$ cat config.mk
export PLATFORM = sky130hd
export DESIGN_NAME = vlan_ingress_classify_strip_top
export DESIGN_NICKNAME = d
export VERILOG_FILES = /design/src/rtl/vics_pkg.sv /design/src/rtl/vlan_ingress_classify_strip_top.sv /design/src/rtl/vics_fifo.sv /design/src/rtl/vics_front.sv /design/src/rtl/vics_back.sv
export SDC_FILE = /design/constraint.sdc
export NUM_CORES = 2
export LEC_CHECK = 0
export BUFFER_PORTS_ARGS = -buffer_cell sky130_fd_sc_hd__buf_4
export CORE_MARGIN = 2
export CORE_UTILIZATION = 45
export CTS_CLUSTER_SIZE = 12
export DETAILED_ROUTE_END_ITERATION = 12
export PLACE_DENSITY = 0.64
export SLEW_MARGIN = 20
export SYNTH_ARGS = -nofsm -noshare
export SYNTH_HDL_FRONTEND = slang
export SYNTH_HIERARCHICAL = 1
export SYNTH_SLANG_ARGS = --single-unit
export TNS_END_PERCENT = 1
$ cat constraint.sdc
create_clock -name clk -period 13.5 [get_ports clk]
set_input_delay 0.675 -clock clk [delete_from_list [all_inputs] [get_ports clk]]
set_output_delay 0.675 -clock clk [all_outputs]
set_load 0.01 [all_outputs]
$ cat src/rtl/vics_pkg.sv
package vics_pkg;

  // Byte and frame layout.
  localparam int BYTE_W     = 8;
  localparam int ADDR_BYTES = 12;             // destination and source MAC
  localparam int ETYPE_SLOT = ADDR_BYTES;     // store slot for frame byte 16
  localparam int HDR_BYTES  = ADDR_BYTES + 1; // slots held per header bank
  localparam int HDR_AW     = 4;              // enough to count to HDR_BYTES

  // Byte positions within a tagged frame.
  localparam int POS_W = 5;
  localparam logic [POS_W-1:0] POS_TAG_HI   = 5'd14;
  localparam logic [POS_W-1:0] POS_CLASSIFY = 5'd15;
  localparam logic [POS_W-1:0] POS_ETYPE    = 5'd16;
  localparam logic [POS_W-1:0] POS_EMIT     = 5'd17;
  localparam logic [POS_W-1:0] POS_SAT      = 5'd18;

  // Entry register packing.
  localparam int ENTRY_W      = 18;
  localparam int ENT_ATT      = 17;
  localparam int ENT_UP       = 16;
  localparam int ENT_PORT_LSB = 12;
  localparam int PORT_W       = 4;
  localparam int VID_W        = 12;
  localparam int TAG_HI_W     = VID_W - BYTE_W;

  // Configuration port.
  localparam int CFG_REGS = 4;
  localparam int APB_AW   = 4;
  localparam int APB_DW   = 32;

  // Result fields.
  localparam int IDX_W     = 2;
  localparam int CNT_OUT_W = 32;

  // Command queue between front and back.
  localparam int Q_DEPTH = 16;
  localparam int Q_AW    = 4;

  // Defaults for the top-level parameters.
  localparam int DEF_NUM_ENTRIES   = 4;
  localparam int DEF_COUNTER_WIDTH = 32;

  typedef logic [ENTRY_W-1:0] entry_t;

  typedef enum logic [2:0] {
    VERD_UNDEC  = 3'b001,
    VERD_ACCEPT = 3'b010,
    VERD_DROP   = 3'b100
  } verdict_t;

  typedef enum logic {
    CMD_PASS  = 1'b0,
    CMD_BURST = 1'b1
  } cmd_kind_t;

  // One queued command: a single result, or the header burst of a frame.
  typedef struct packed {
    cmd_kind_t             kind;
    logic [BYTE_W-1:0]     data;
    logic [IDX_W-1:0]      idx;
    logic                  done;
    logic                  drop;
    logic [CNT_OUT_W-1:0]  count;
    logic                  bank;
  } cmd_t;

  // Header store read request from the back part.
  typedef struct packed {
    logic              bank;
    logic [HDR_AW-1:0] addr;
  } hdr_rd_t;

  // Header bank handed back once its burst has gone out.
  typedef struct packed {
    logic valid;
    logic bank;
  } hdr_rel_t;

endpackage

$ cat src/rtl/vlan_ingress_classify_strip_top.sv
// Path: a drop word or the first header word is registered in the command queue,
// then in the output register; byte 17 on of an accepted frame follows the stored bytes.
// Throughput: one byte per cycle in, one word per cycle out while the receiver pops; byte 17
// of an accepted frame yields a 14-word header burst, absorbed by the 16-deep command queue.
// Input stalls only when that queue is full or a header byte's bank is still being replayed.
// Reset: synchronous, active low; clears sequencing, entries and packet counters at once.
module vlan_ingress_classify_strip_top
  import vics_pkg::*;
#(
  parameter int NUM_ENTRIES   = DEF_NUM_ENTRIES,
  parameter int COUNTER_WIDTH = DEF_COUNTER_WIDTH
) (
  input  logic                  clk,
  input  logic                  rst_n,
  input  logic [BYTE_W-1:0]     in_frame_byte,
  input  logic [PORT_W-1:0]     in_arrival_port,
  input  logic                  in_end_of_frame,
  input  logic                  push,
  output logic                  full,
  output logic [BYTE_W-1:0]     out_byte,
  output logic [IDX_W-1:0]      out_vlan_index,
  output logic                  out_frame_done,
  output logic                  out_dropped,
  output logic [CNT_OUT_W-1:0]  out_packet_count,
  output logic                  empty,
  input  logic                  pop,
  input  logic                  psel,
  input  logic                  penable,
  input  logic                  pwrite,
  input  logic [APB_AW-1:0]     paddr,
  input  logic [APB_DW-1:0]     pwdata,
  output logic [APB_DW-1:0]     prdata,
  output logic                  pready
);

  entry_t [CFG_REGS-1:0] cfg_r;
  logic                  cfg_wr;
  logic                  q_push, q_full, q_pop, q_empty;
  cmd_t                  q_wr_cmd, q_rd_cmd;
  hdr_rd_t               hdr_rd;
  hdr_rel_t              hdr_rel;
  logic [BYTE_W-1:0]     hdr_rdata;

  // Entry registers, one word apart.
  assign pready = 1'b1;
  assign cfg_wr = psel && penable && pwrite && pready;
  assign prdata = APB_DW'(cfg_r[paddr[APB_AW-1:2]]);

  always_ff @(posedge clk) begin
    if (!rst_n) begin
      cfg_r <= '0;
    end else if (cfg_wr) begin
      cfg_r[paddr[APB_AW-1:2]] <= pwdata[ENTRY_W-1:0];
    end
  end

  vics_front #(
    .NUM_ENTRIES  (NUM_ENTRIES),
    .COUNTER_WIDTH(COUNTER_WIDTH)
  ) u_front (
    .clk            (clk),
    .rst_n          (rst_n),
    .in_frame_byte  (in_frame_byte),
    .in_arrival_port(in_arrival_port),
    .in_end_of_frame(in_end_of_frame),
    .push           (push),
    .full           (full),
    .entries        (cfg_r),
    .q_push         (q_push),
    .q_cmd          (q_wr_cmd),
    .q_full         (q_full),
    .rd             (hdr_rd),
    .rd_data        (hdr_rdata),
    .rel            (hdr_rel)
  );

  vics_fifo u_fifo (
    .clk    (clk),
    .rst_n  (rst_n),
    .wr_en  (q_push),
    .wr_data(q_wr_cmd),
    .full   (q_full),
    .rd_en  (q_pop),
    .rd_data(q_rd_cmd),
    .empty  (q_empty)
  );

  vics_back u_back (
    .clk             (clk),
    .rst_n           (rst_n),
    .q_empty         (q_empty),
    .q_cmd           (q_rd_cmd),
    .q_pop           (q_pop),
    .rd              (hdr_rd),
    .rd_data         (hdr_rdata),
    .rel             (hdr_rel),
    .pop             (pop),
    .empty           (empty),
    .out_byte        (out_byte),
    .out_vlan_index  (out_vlan_index),
    .out_frame_done  (out_frame_done),
    .out_dropped     (out_dropped),
    .out_packet_count(out_packet_count)
  );

endmodule

$ cat src/rtl/vics_fifo.sv
module vics_fifo
  import vics_pkg::*;
(
  input  logic clk,
  input  logic rst_n,
  input  logic wr_en,
  input  cmd_t wr_data,
  output logic full,
  input  logic rd_en,
  output cmd_t rd_data,
  output logic empty
);

  cmd_t            mem_r [Q_DEPTH];
  logic [Q_AW-1:0] wptr_r, wptr_nxt;
  logic [Q_AW-1:0] rptr_r, rptr_nxt;
  logic [Q_AW:0]   count_r, count_nxt;
  logic            do_wr, do_rd;

  assign full    = (count_r == (Q_AW+1)'(Q_DEPTH));
  assign empty   = (count_r == '0);
  assign rd_data = mem_r[rptr_r];
  assign do_wr   = wr_en && !full;
  assign do_rd   = rd_en && !empty;

  // Pointer and fill count bookkeeping.
  always_comb begin
    wptr_nxt  = do_wr ? wptr_r + 1'b1 : wptr_r;
    rptr_nxt  = do_rd ? rptr_r + 1'b1 : rptr_r;
    count_nxt = count_r;
    if (do_wr && !do_rd) begin
      count_nxt = count_r + 1'b1;
    end else if (do_rd && !do_wr) begin
      count_nxt = count_r - 1'b1;
    end
  end

  always_ff @(posedge clk) begin
    if (!rst_n) begin
      wptr_r  <= '0;
      rptr_r  <= '0;
      count_r <= '0;
    end else begin
      wptr_r  <= wptr_nxt;
      rptr_r  <= rptr_nxt;
      count_r <= count_nxt;
    end
  end

  // Storage needs no reset.
  always_ff @(posedge clk) begin
    if (do_wr) begin
      mem_r[wptr_r] <= wr_data;
    end
  end

endmodule

$ cat src/rtl/vics_front.sv
module vics_front
  import vics_pkg::*;
#(
  parameter int NUM_ENTRIES   = DEF_NUM_ENTRIES,
  parameter int COUNTER_WIDTH = DEF_COUNTER_WIDTH
) (
  input  logic                      clk,
  input  logic                      rst_n,
  input  logic [BYTE_W-1:0]         in_frame_byte,
  input  logic [PORT_W-1:0]         in_arrival_port,
  input  logic                      in_end_of_frame,
  input  logic                      push,
  output logic                      full,
  input  entry_t [CFG_REGS-1:0]     entries,
  output logic                      q_push,
  output cmd_t                      q_cmd,
  input  logic                      q_full,
  input  hdr_rd_t                   rd,
  output logic [BYTE_W-1:0]         rd_data,
  input  hdr_rel_t                  rel
);

  logic [BYTE_W-1:0]        hdr_r [2][HDR_BYTES];
  logic [POS_W-1:0]         pos_r, pos_nxt;
  logic [TAG_HI_W-1:0]      tag_hi_r, tag_hi_nxt;
  verdict_t                 verd_r, verd_nxt;
  logic [IDX_W-1:0]         match_r, match_nxt;
  logic                     wbank_r, wbank_nxt;
  logic [1:0]               busy_r, busy_nxt;
  logic [COUNTER_WIDTH-1:0] cnt_r [NUM_ENTRIES];
  logic [COUNTER_WIDTH-1:0] cnt_nxt [NUM_ENTRIES];

  logic                     accept, hdr_wr, bump;
  logic [HDR_AW-1:0]        hdr_waddr;
  logic [VID_W-1:0]         vid;
  logic                     cls_hit, cls_up;
  logic [IDX_W-1:0]         cls_idx;
  logic [COUNTER_WIDTH-1:0] cnt_sel, cnt_inc;
  logic [CNT_OUT_W-1:0]     cnt_sel_out, cnt_inc_out;

  // Header bytes go to the bank being filled; a bank still being read stalls them.
  assign hdr_wr    = (pos_r < POS_W'(ADDR_BYTES)) || (pos_r == POS_ETYPE);
  assign hdr_waddr = (pos_r == POS_ETYPE) ? HDR_AW'(ETYPE_SLOT) : pos_r[HDR_AW-1:0];
  assign full      = q_full || (hdr_wr && busy_r[wbank_r]);
  assign accept    = push && !full;

  assign rd_data = (rd.addr < HDR_AW'(HDR_BYTES)) ? hdr_r[rd.bank][rd.addr] : '0;

  // First attached entry matching port and VLAN id decides the frame.
  assign vid = {tag_hi_r, in_frame_byte};
  always_comb begin
    cls_hit = 1'b0;
    cls_up  = 1'b0;
    cls_idx = '0;
    for (int i = NUM_ENTRIES - 1; i >= 0; i--) begin
      if (entries[i][ENT_ATT] &&
          (entries[i][ENT_PORT_LSB +: PORT_W] == in_arrival_port) &&
          (entries[i][VID_W-1:0] == vid)) begin
        cls_hit = 1'b1;
        cls_up  = entries[i][ENT_UP];
        cls_idx = IDX_W'(i);
      end
    end
  end

  // Counter of the matched entry, before and after this frame's bump.
  always_comb begin
    cnt_sel = '0;
    for (int i = 0; i < NUM_ENTRIES; i++) begin
      if (match_r == IDX_W'(i)) begin
        cnt_sel = cnt_r[i];
      end
    end
  end
  assign cnt_inc = cnt_sel + 1'b1;

  generate
    if (COUNTER_WIDTH >= CNT_OUT_W) begin : g_cnt_trunc
      assign cnt_sel_out = cnt_sel[CNT_OUT_W-1:0];
      assign cnt_inc_out = cnt_inc[CNT_OUT_W-1:0];
    end else begin : g_cnt_ext
      assign cnt_sel_out = CNT_OUT_W'(cnt_sel);
      assign cnt_inc_out = CNT_OUT_W'(cnt_inc);
    end
  endgenerate

  always_comb begin
    for (int i = 0; i < NUM_ENTRIES; i++) begin
      cnt_nxt[i] = (bump && (match_r == IDX_W'(i))) ? cnt_inc : cnt_r[i];
    end
  end

  // Frame sequencing and command generation.
  always_comb begin
    pos_nxt    = pos_r;
    tag_hi_nxt = tag_hi_r;
    verd_nxt   = verd_r;
    match_nxt  = match_r;
    wbank_nxt  = wbank_r;
    busy_nxt   = busy_r;
    bump       = 1'b0;
    q_push     = 1'b0;
    q_cmd.kind  = CMD_PASS;
    q_cmd.data  = in_frame_byte;
    q_cmd.idx   = match_r;
    q_cmd.done  = in_end_of_frame;
    q_cmd.drop  = 1'b0;
    q_cmd.count = cnt_sel_out;
    q_cmd.bank  = wbank_r;

    if (rel.valid) begin
      busy_nxt[rel.bank] = 1'b0;
    end

    if (accept) begin
      if (pos_r == POS_TAG_HI) begin
        tag_hi_nxt = in_frame_byte[TAG_HI_W-1:0];
      end
      if (pos_r == POS_CLASSIFY) begin
        verd_nxt  = (cls_hit && cls_up) ? VERD_ACCEPT : VERD_DROP;
        match_nxt = cls_idx;
      end

      if ((pos_r == POS_EMIT) && (verd_r == VERD_ACCEPT)) begin
        // Header burst: the back part replays the stored bank.
        bump               = 1'b1;
        q_push             = 1'b1;
        q_cmd.kind         = CMD_BURST;
        q_cmd.count        = cnt_inc_out;
        busy_nxt[wbank_r]  = 1'b1;
        wbank_nxt          = ~wbank_r;
      end else if ((pos_r == POS_SAT) && (verd_r == VERD_ACCEPT)) begin
        q_push = 1'b1;
      end else if (in_end_of_frame) begin
        // Dropped or short frame: one bare drop word.
        q_push      = 1'b1;
        q_cmd.data  = '0;
        q_cmd.idx   = '0;
        q_cmd.drop  = 1'b1;
        q_cmd.count = '0;
      end

      if (pos_r < POS_SAT) begin
        pos_nxt = pos_r + 1'b1;
      end
      if (in_end_of_frame) begin
        pos_nxt    = '0;
        verd_nxt   = VERD_UNDEC;
        match_nxt  = '0;
        tag_hi_nxt = '0;
      end
    end
  end

  always_ff @(posedge clk) begin
    if (!rst_n) begin
      pos_r    <= '0;
      tag_hi_r <= '0;
      verd_r   <= VERD_UNDEC;
      match_r  <= '0;
      wbank_r  <= 1'b0;
      busy_r   <= '0;
      for (int i = 0; i < NUM_ENTRIES; i++) begin
        cnt_r[i] <= '0;
      end
    end else begin
      pos_r    <= pos_nxt;
      tag_hi_r <= tag_hi_nxt;
      verd_r   <= verd_nxt;
      match_r  <= match_nxt;
      wbank_r  <= wbank_nxt;
      busy_r   <= busy_nxt;
      for (int i = 0; i < NUM_ENTRIES; i++) begin
        cnt_r[i] <= cnt_nxt[i];
      end
    end
  end

  // Header banks hold data only; they have no reset.
  always_ff @(posedge clk) begin
    if (accept && hdr_wr) begin
      hdr_r[wbank_r][hdr_waddr] <= in_frame_byte;
    end
  end

endmodule

$ cat src/rtl/vics_back.sv
module vics_back
  import vics_pkg::*;
(
  input  logic                  clk,
  input  logic                  rst_n,
  input  logic                  q_empty,
  input  cmd_t                  q_cmd,
  output logic                  q_pop,
  output hdr_rd_t               rd,
  input  logic [BYTE_W-1:0]     rd_data,
  output hdr_rel_t              rel,
  input  logic                  pop,
  output logic                  empty,
  output logic [BYTE_W-1:0]     out_byte,
  output logic [IDX_W-1:0]      out_vlan_index,
  output logic                  out_frame_done,
  output logic                  out_dropped,
  output logic [CNT_OUT_W-1:0]  out_packet_count
);

  logic [HDR_AW-1:0]    burst_r, burst_nxt;
  logic                 valid_r, valid_nxt;
  logic [BYTE_W-1:0]    byte_r, byte_nxt;
  logic [IDX_W-1:0]     idx_r, idx_nxt;
  logic                 done_r, done_nxt;
  logic                 drop_r, drop_nxt;
  logic [CNT_OUT_W-1:0] count_r, count_nxt;
  logic                 load, taken;

  // The output register refills whenever it is free or being taken.
  assign taken = pop && valid_r;
  assign load  = !q_empty && (!valid_r || pop);
  assign rd    = '{bank: q_cmd.bank, addr: burst_r};
  assign empty = !valid_r;

  always_comb begin
    burst_nxt = burst_r;
    valid_nxt = load ? 1'b1 : (taken ? 1'b0 : valid_r);
    byte_nxt  = byte_r;
    idx_nxt   = idx_r;
    done_nxt  = done_r;
    drop_nxt  = drop_r;
    count_nxt = count_r;
    q_pop     = 1'b0;
    rel       = '{valid: 1'b0, bank: q_cmd.bank};

    if (load) begin
      idx_nxt   = q_cmd.idx;
      drop_nxt  = q_cmd.drop;
      count_nxt = q_cmd.count;
      case (q_cmd.kind)
        CMD_BURST: begin
          if (burst_r != HDR_AW'(HDR_BYTES)) begin
            // Replay stored address and ethertype bytes.
            byte_nxt  = rd_data;
            done_nxt  = 1'b0;
            burst_nxt = burst_r + 1'b1;
          end else begin
            // Final word of the burst, then the bank is free again.
            byte_nxt  = q_cmd.data;
            done_nxt  = q_cmd.done;
            burst_nxt = '0;
            q_pop     = 1'b1;
            rel.valid = 1'b1;
          end
        end
        default: begin
          byte_nxt = q_cmd.data;
          done_nxt = q_cmd.done;
          q_pop    = 1'b1;
        end
      endcase
    end
  end

  always_ff @(posedge clk) begin
    if (!rst_n) begin
      burst_r <= '0;
      valid_r <= 1'b0;
    end else begin
      burst_r <= burst_nxt;
      valid_r <= valid_nxt;
    end
  end

  always_ff @(posedge clk) begin
    byte_r  <= byte_nxt;
    idx_r   <= idx_nxt;
    done_r  <= done_nxt;
    drop_r  <= drop_nxt;
    count_r <= count_nxt;
  end

  assign out_byte         = byte_r;
  assign out_vlan_index   = idx_r;
  assign out_frame_done   = done_r;
  assign out_dropped      = drop_r;
  assign out_packet_count = count_r;

endmodule

==> results.json <==
{
  "outcome": "finished clean",
  "crit_fanout": 75,
  "vias": 26900,
  "gp_congestion": 0.821,
  "path_class": "flop to flop",
  "drv_slew": 0,
  "min_period_over_period_pct": 42.0,
  "place_inst": 4321,
  "placed_area_mm2": 0.0517,
  "instances_no_fill": 4541,
  "rsz0062_at_grt": "no",
  "coreArea_mm2": 0.109,
  "cts_buffer_depth": 3,
  "grt-ovfl-total": 0,
  "worst_path_max_delay_cell": "buf_4",
  "tns_ns": 0,
  "cts_resized": 0,
  "fp.dieW_um": 336,
  "synth_flop_cell": "edfxtp_1",
  "fin_skew_ns": 0.0309,
  "cts_tree": "done",
  "cts_hold_buf": 0,
  "endpoint_kind": "flop",
  "grt_max_degree": 119,
  "ys_seq_area_share_pct": 69.7,
  "tightest_slew_ns": 1.12,
  "fillers": 8672,
  "cts_made_buffers": 130,
  "syn_area_mm2": 0.0495,
  "irDropWorstVdd_uv": 161,
  "postRouteAntennaNets": 0,
  "grt_antenna_before_repair": 2,
  "clock_sinks": 1227,
  "yosysTopAreaCell": "edfxtp_1",
  "fmax_mhz": 176,
  "drive_gt1_share_pct": 22.1,
  "final-hold-violation-count": 0,
  "clkLatencyLatePin_ns": 0.74,
  "cts.clk_slew.worst_paths_ns": 0.06,
  "fin_util_pct": 51.1,
  "maxCapViolCount": 0,
  "yosysWarnings": 6,
  "wl_um": 113000,
  "vias_per_cell": 5.91,
  "cts.htree.levels": 4,
  "drc_errors": 0,
  "io_pins": 135,
  "drt_first_iter_violations": 2382,
  "hpwl_um": 63600,
  "cp.arrival_ns": 6.33,
  "min_period_ns": 5.68,
  "grt_usage_pct": 20.2,
  "critPathRequiredTime_ns": 14.15,
  "crit_path_max_incr_delay_ns": 0.97,
  "p_leak_nw": 18.2,
  "start_util_pct": 45.4,
  "cp_top_family": "buffers and inverters",
  "path_cells": "buf_4, buf_4, mux4_2, a22oi_1, nand2_1, nand2_4, and2_2, o21ai_4, ha_1, inv_1, ha_1, a21oi_1, a211oi_1, a31oi_1, mux2i_1",
  "synth_commonest_cells": "988 x edfxtp_1, 261 x mux4_2, 239 x dfxtp_1",
  "io_buffers": 103,
  "powerDensity_mw_per_mm2": 160,
  "grt_pass1_wl_um": 171000,
  "async_reset_ff_share_pct": 0,
  "crit_buf_inv": 3,
  "drt_pass1_iterations": 8,
  "yosys-top-cells-area": "edfxtp_1 60%, mux4_2 12%, dfxtp_1 9.7%",
  "postSynthAreaPerCell_um2": 16.9,
  "first_global_vias": 28300,
  "antennaDiodeCount": 0,
  "nets": 3111,
  "finalInstanceArea_mm2": 0.0557,
  "yosysMostFrequentCell": "edfxtp_1",
  "dieArea_mm2": 0.113,
  "rows": 121,
  "synth_cells": 2927,
  "relSlewSlack_pct": 25.3,
  "wire_per_inst_um": 24.8,
  "post_cts_buffers": 0,
  "syn_to_final_growth_pct": 12.5,
  "synth_cell_types": 85,
  "setup_viol": 0,
  "start_kind": "flop",
  "synth_edf_count": 988,
  "synth-seq-cells": 1227,
  "netlist.area_leader.share_pct": 60.0,
  "hp-class": "input pin to flop",
  "cts_root_buf": "clkbuf_16",
  "dieHeight_um": 336
}
## layout make-up
type                            instances  area, µm²  area share, %
Sequential cell                      1227      34500           61.9
Inverter                               26       98.8          0.178
Timing Repair Buffer                  174       1320           2.37
Tap cell                             1414       1770           3.18
Multi-Input combinational cell       1480      14100           25.4
Clock inverter                         45        367          0.659
Clock buffer                          175       3500           6.29
## sequential cells by signal (all words and copies together) (netlist names), 5 cells and up, named ones only
signal,cells
u_back/out_byte,8
u_fifo/mem_r,736
u_front/hdr_r,208
u_back/out_packet_count,32
u_front/cnt_r,128
u_fifo/count_r,5
cfg_r,72
u_front/pos_r,5
## through the flow
step | power (mW) | hold slack [ns] | worst slack, ns
after floorplan | 5.29 | 0.427 | 7.65
after global placement | 5.67 | 0.434 | 7.82
after detailed placement | 5.70 | 0.444 | 7.81
after CTS | 8.97 | 0.222 | 7.80
after global routing | 9.21 | 0.272 | 7.54
final | 8.88 | 0.265 | 7.82
## per-layer routing
metal,GRT usage (%),up-vias,routed length [µm]
met3,3.70,203,8230
met2,33.5,1059,55300
li1,-,11700,-
met1,26.8,13900,46200
met5,0,-,23
met4,6.66,4,2790
## placed cells by master, fill, tap and decap left out, drive strengths merged, types with 6 or more instances in the layout
cell and instances:
nor3 20, xnor2 54, xor2 49, o221ai 6
a22oi 103, nand2b 10, a21oi 94, a211oi 41
a221oi 6, edfxtp 988, ha 15, o21ai 116
clkbuf 175, nand3 33, conb 15, nor2 137
mux2 17, mux2i 118, o211ai 7, and2 26
nand2 209, and3 15, a31oi 6, nand4 23
buf 174, mux4 272, nor4 13, o22ai 7
inv 35, dfxtp 239, nor2b 10, clkinv 33
## worst reg2reg max path, stage by stage (launching register included)
cell and delay, ns:
dfxtp_4 0.73, buf_4 0.91, buf_4 1.06, mux4_2 0.47, a22oi_1 0.21, nand2_1 0.25
nand2_4 0.25, and2_2 0.21, o21ai_4 0.09, ha_1 0.21, inv_1 0.16, ha_1 0.30
a21oi_1 0.22, a211oi_1 0.12, a31oi_1 0.21, mux2i_1 0.19
## logic make-up after synthesis
logic type                 synth area share, %
and+or+nand+nor                           5.12
muxes                                     15.3
xor gates and xnor gates                  1.90
adders and majority gates                0.420
DFF                                       69.7
buffers and inverters                     2.30
other                                   0.0152
AOI/OAI and AO/OA                         5.34
## worst paths after layout
kind,start,endpoint,slack [ns],depth (start not counted)
hold / removal,pwdata[7],cfg_r[61]$_SDFFE_PN0P_,0.26,3
setup / recovery,flop,u_fifo/count_r[4]$_SDFFE_PN0P_,7.82,15
setup reg to reg,flop,u_fifo/count_r[4]$_SDFFE_PN0P_,7.82,15
hold reg to reg,u_front/cnt_r[3][6]$_SDFFE_PN0P_,u_front/cnt_r[3][6]$_SDFFE_PN0P_,0.46,2
## report_power, final
part / switching [mW] / internal [mW]
combinational: 0.692 / 0.589
sequential: 0.0712 / 4.24
clock: 1.41 / 1.88
Power figures use the tool's default switching activity.
